$ cat config.mk
export PLATFORM = sky130hd
export DESIGN_NAME = hse_cell
export DESIGN_NICKNAME = d
export VERILOG_FILES = /design/src/design/hse_pkg.sv /design/src/design/hse_cell.sv
export SDC_FILE = /design/constraint.sdc
export NUM_CORES = 1
export LEC_CHECK = 0
export CORE_MARGIN = 1.5
export CORE_UTILIZATION = 56
export DETAILED_ROUTE_END_ITERATION = 6
export DONT_BUFFER_PORTS = 1
export PLACE_DENSITY = 0.85
export REMOVE_ABC_BUFFERS = 1
export SLEW_MARGIN = 20
export SYNTH_ARGS = -nofsm -noshare
export SYNTH_HDL_FRONTEND = slang
export SYNTH_SLANG_ARGS = --single-unit
$ cat constraint.sdc
create_clock -name i_clk -period 3.1 [get_ports i_clk]
set_clock_uncertainty 0.05 [all_clocks]
set_input_delay 0.465 -clock i_clk [delete_from_list [all_inputs] [get_ports i_clk]]
set_output_delay 0.465 -clock i_clk [all_outputs]
set_load 0.1 [all_outputs]
$ cat src/design/hse_pkg.sv
// Shared types and constants for the heap sort engine.
// No dependencies; every other file of the block uses this package.
package hse_pkg;

    localparam int MAX_ITEMS = 64;
    localparam int VAL_W     = 32;
    localparam int CNT_W     = $clog2(MAX_ITEMS + 1);

    typedef logic signed [VAL_W-1:0] t_val;
    typedef logic [CNT_W-1:0]        t_cnt;

    typedef enum logic {
        ST_FILL,
        ST_DRAIN
    } t_state;

    // per-cycle command broadcast to every cell of the chain
    typedef struct packed {
        logic ins;   // insert the incoming value in sorted position
        logic shl;   // shift the chain one cell toward the output
    } t_cell_ctrl;

endpackage

$ cat src/design/hse_cell.sv
// One cell of the sorting chain: holds one value of the ascending row.
// Depends on hse_pkg for the value type and the control struct.
module hse_cell (
    input  logic                i_clk,
    input  hse_pkg::t_cell_ctrl i_ctrl,
    input  hse_pkg::t_val       i_x,
    input  logic                i_occ,
    input  hse_pkg::t_val       i_left_val,
    input  logic                i_left_gt,
    input  hse_pkg::t_val       i_right_val,
    output hse_pkg::t_val       o_val,
    output logic                o_gt
);

    hse_pkg::t_val r_val;
    hse_pkg::t_val n_val;

    // an empty cell counts as larger than any value
    assign o_gt = !i_occ || (i_x < r_val);
    assign o_val = r_val;

    always_comb begin
        n_val = r_val;
        if (i_ctrl.ins && o_gt) begin
            // first larger cell takes the new value, the rest move right
            n_val = i_left_gt ? i_left_val : i_x;
        end else if (i_ctrl.shl) begin
            n_val = i_right_val;
        end
    end

    always_ff @(posedge i_clk) begin
        r_val <= n_val;
    end

endmodule

[Yosys cells after proc, flatten, opt, wreduce, memory -nomap -nowiden]
Cells that the tools add are included.
Word-level totals
  register bits: 32
  bits in latches: 0
  memory bits (writable): 0
  bits in read-only memories: 0
  input port bits: 101
  output and inout bits: 33
  memories kept: 0
Operators by class
  $add $sub $neg: 0
  multiply operators: 0
  divide/modulo/power cells: 0
  $lt $le $gt $ge: 1
  equality and inequality tests: 0
  shift operators: 0
  multiplexer cells: 3
  bitwise operators: 0
  reductions and logical operators: 4
Operators by type and width (count)
  32-bit 2-to-1 mux: 3
  32-bit < comparator: 1
  2-bit nonzero test: 1
  1-bit logical AND: 1
  1-bit zero test: 1
  1-bit logical OR: 1

[Depth between registers and ports, before layout]
  depth after elaboration: 4
  depth in mapped cells: 9

[Worst setup path after synthesis]
Ideal clock, no wire load.
  path kind: flip-flop to output port
  from: reg r_val[1] (netlist: o_val[1])
  to: out o_gt
  arrival time: 5598 ps
  data required time: 2585 ps
  setup slack: -3013 ps
  cell stages (with the launch flop): 7
  path through: edfxtp_1 > inv_1 > ha_1 > a2111oi_4 > a2111oi_1 > o31a_4 > o311ai_0
Between the ends
  word-level cells in the longest chain between the ends: 2
RTL lines
  start: declaration: RTL line hse_cell.sv:15  | hse_pkg::t_val r_val;
  start signal: assignment: RTL line hse_cell.sv:33  | r_val <= n_val;
  32-bit < comparator: RTL line hse_cell.sv:19  | assign o_gt = !i_occ || (i_x < r_val);
  1-bit logical OR: RTL line hse_cell.sv:19
  end: declaration: RTL line hse_cell.sv:12  | output logic o_gt
Every way passes these cells.

[Worst setup path after layout]
  from: reg r_val[17] (netlist: o_val[17])
  to: out o_gt
The elaborated chain is that of the path after synthesis.

==> impl_metrics.py <==
metrics = {
    "power_and_ir_drop": {
        "p_leak_nw": 1.47,
        "finalPower_w": 0.00204,
        "pwr_density_cell_nw_per_um2": 638,
        "ir_drop_uv": 422,
    },
    "cts": {
        "cts.sinks": 32,
        "cts_setup_buffers": 0,
        "cts_hold_buf": 0,
        "clk_latency_ns": 0.28,
        "ctsHtreeMaxLevel": 2,
        "clk_path_buf_depth": 2,
        "cts-root-buf": "clkbuf_8",
        "cts_buffers": 5,
        "clk_pin_slew_ns": 0.06,
        "cts_tree": "yes",
    },
    "job": {
        "drv_cap": 0,
    },
    "yosys": {
        "syn_area_um2": 2780,
        "yosys-top-cells-area": "edfxtp_1, mux2_4, mux2_2, ha_1, inv_1",
        "ys_warn_count": 0,
        "synth-seq-cells": 32,
        "seq_area_frac_synth_pct": 34.6,
        "synthCells": 223,
        "synth_top_area_share_pct": 34.6,
        "yosysTopAreaCell": "edfxtp_1",
        "avgSynthCellArea_um2": 12.5,
        "ys_types": 33,
    },
    "timing": {
        "setup_viol": 0,
        "rsz0062_at_grt": "false",
        "tightest_slew_ns": 0.498,
        "relSlewSlack_pct": 66.8,
        "fmax_mhz": 340,
        "finalCriticalPeriod_ns": 2.94,
        "hold_violations": 0,
        "layout_setup_ws_ns": 0.163,
        "hold_slack_ns": 0.350,
        "maxSlewViolCount": 0,
        "fin_crit_sh_pct": 94.8,
    },
    "routing": {
        "drc": 0,
        "first_iter_violations": 72,
        "viasPerCell": 5.72,
        "ant_nets": 0,
        "totalWireLength_mm": 5.86,
        "wire_per_inst_um": 18.0,
        "firstDrtPassIters": 4,
        "dr_total_vias": 1865,
    },
    "worst_setup_path": {
        "critPathSlowestCell": "a221oi_2",
        "max_stage_delay_ns": 0.39,
        "critPathLaunchType": "flop",
        "worstPathArrival_ns": 2.42,
        "worstSetupPathType": "reg -> out",
        "rr_worst_depth": 9,
        "worstPathMaxFanout": 3,
        "critPathRequiredTime_ns": 2.58,
        "end_kind": "primary output",
        "path_cells": "inv_1 > ha_1 > a21oi_1 > o21ai_0 > a221oi_2 > nand2_1 > o311ai_2 > clkbuf_16",
    },
    "grt": {
        "grt.overflow.total": 0,
        "grt_pass1_vias": 1950,
        "grt_max_degree": 33,
        "grt_usage_pct": 22.3,
        "antenna_found_initial": 0,
        "grt_pass1_wl_mm": 8.89,
    },
    "cells_and_area": {
        "fin_cells": 326,
        "largest_reg_flops": 32,
        "synthToLayoutAreaGrowth_pct": 15.0,
        "drive_above_1_share_pct": 44.4,
        "nets": 391,
        "diodes": 0,
        "fillCellCount": 376,
        "multi_input_area_um2": 1610,
        "area.sequential_um2": 961,
        "utilization_pct": 67.2,
    },
    "die": {
        "io_pins": 134,
        "initial_core_util_pct": 58.4,
        "core_area_um2": 4750,
        "die_h_um": 73.4,
        "rows": 25,
        "die_w_um": 73.4,
        "die-area_um2": 5390,
    },
    "min_path": {
        "hp-class": "in -> reg",
        "min_delay_path_depth": 1,
    },
    "place": {
        "place_hpwl_mm": 4.73,
        "dp.cells": 319,
        "io_buffers": 0,
        "pre_cts_ws_ns": 0.104,
        "gp_congestion": 0.780,
    },
    "outcome": {
        "status": "complete, no violations",
    },
}
timing repair:
item	CTS	global route
endpoints found under the setup margin	0	1
hold endpoints to repair	0	0
gates resized for setup	0	0
where the power goes:
part / switching (W) / internal (W)
clock: 0.000146 / 0.000148
combinational: 0.000779 / 0.000358
sequential: 0.0000361 / 0.000574
total: 0.000960 / 0.00108
per-layer routing:
metal / share of wire [%] / vias up / track usage (%) / wire length (um)
met5: 0 / - / 0 / 0
met4: 1.1 / 0 / 5.76 / 66
met3: 7.8 / 7 / 6.86 / 458
met2: 54 / 76 / 41.6 / 3140
met1: 37 / 893 / 24.3 / 2190
li1: - / 889 / - / -
cell usage after synthesis, drive strengths merged:
library cell,n
a31oi,1
o21ai,4
nand2,10
and4,1
nand4,4
a211o,1
a21oi,11
clkbuf,4
edfxtp,32
buf,3
ha,31
o21a,1
inv,36
nand4bb,1
and3,1
o211ai,1
o221ai,2
nor2,2
a2111oi,2
mux2,64
nand2b,2
or2,1
o22ai,1
nand3b,1
a221oi,1
nor4,1
a21o,2
o311ai,1
o31a,1
path summary, 6_finish.rpt:
kind | end | startpoint | slack (ns)
max | o_gt | o_val[17] | 0.16
min | o_val[7] | i_right_val[7] | 0.35
max reg2reg | o_val[31] | o_val[17] | 0.23
min reg2reg | o_val[17] | o_val[31] | 1.29
worst max-delay path, delay by kind of cell (launching register included):
| kind | cells | cell delay, ns |
|---|---|---|
| AOI/OAI and AO/OA | 4 | 1.07 |
| adders and majority gates | 1 | 0.23 |
| buffers and inverters | 2 | 0.34 |
| DFF | 1 | 0.38 |
| and+or+nand+nor | 1 | 0.13 |
cell type report:
class                      instances  area share [%]
multi-input combinational        148            50.5
sequential                        32            30.1
timing repair buffer              36            10.2
inverter                          36            4.23
tap                               67            2.62
clock buffer                       5            2.15
clock inverter                     2           0.235
cells in the final DEF (no fill, tap or decap):
cell type  instances
a2111oi_1          1
a2111oi_4          1
a211o_1            1
a21o_1             2
a21oi_1           11
a221oi_2           1
a31oi_1            1
and3_2             1
and4_1             1
buf_12             3
buf_4             32
clkbuf_16          1
clkbuf_8           5
clkinv_1           2
edfxtp_1          32
ha_1              31
inv_1             36
mux2_2            35
mux2_4            29
nand2_1           10
nand2b_1           1
nand2b_4           1
nand3b_1           1
nand4_1            4
nand4bb_2          1
nor2_1             2
nor4_2             1
o211ai_1           1
o21a_1             1
o21ai_0            4
o221ai_1           1
o221ai_4           1
o22ai_1            1
o311ai_2           1
o31a_4             1
or2_2              1
kinds of logic after synthesis:
| family | after synthesis | share of synthesized area (%) |
|---|---|---|
| DFF | 32 | 34.6 |
| AOI/OAI and AO/OA | 29 | 8.65 |
| and+or+nand+nor | 24 | 5.36 |
| buffers and inverters | 43 | 7.57 |
| muxes | 64 | 29.9 |
| adders and majority gates | 31 | 14.0 |
stage by stage:
stage          cell area [um2]  TNS, ns
2_1_floorplan             2700   -51.75
3_3_place_gp              3120        0
3_5_place_dp              3120        0
4_1_cts                   3200        0
5_1_grt                   3200        0
6_report                  3200        0
Power figures use the tool's default switching activity.
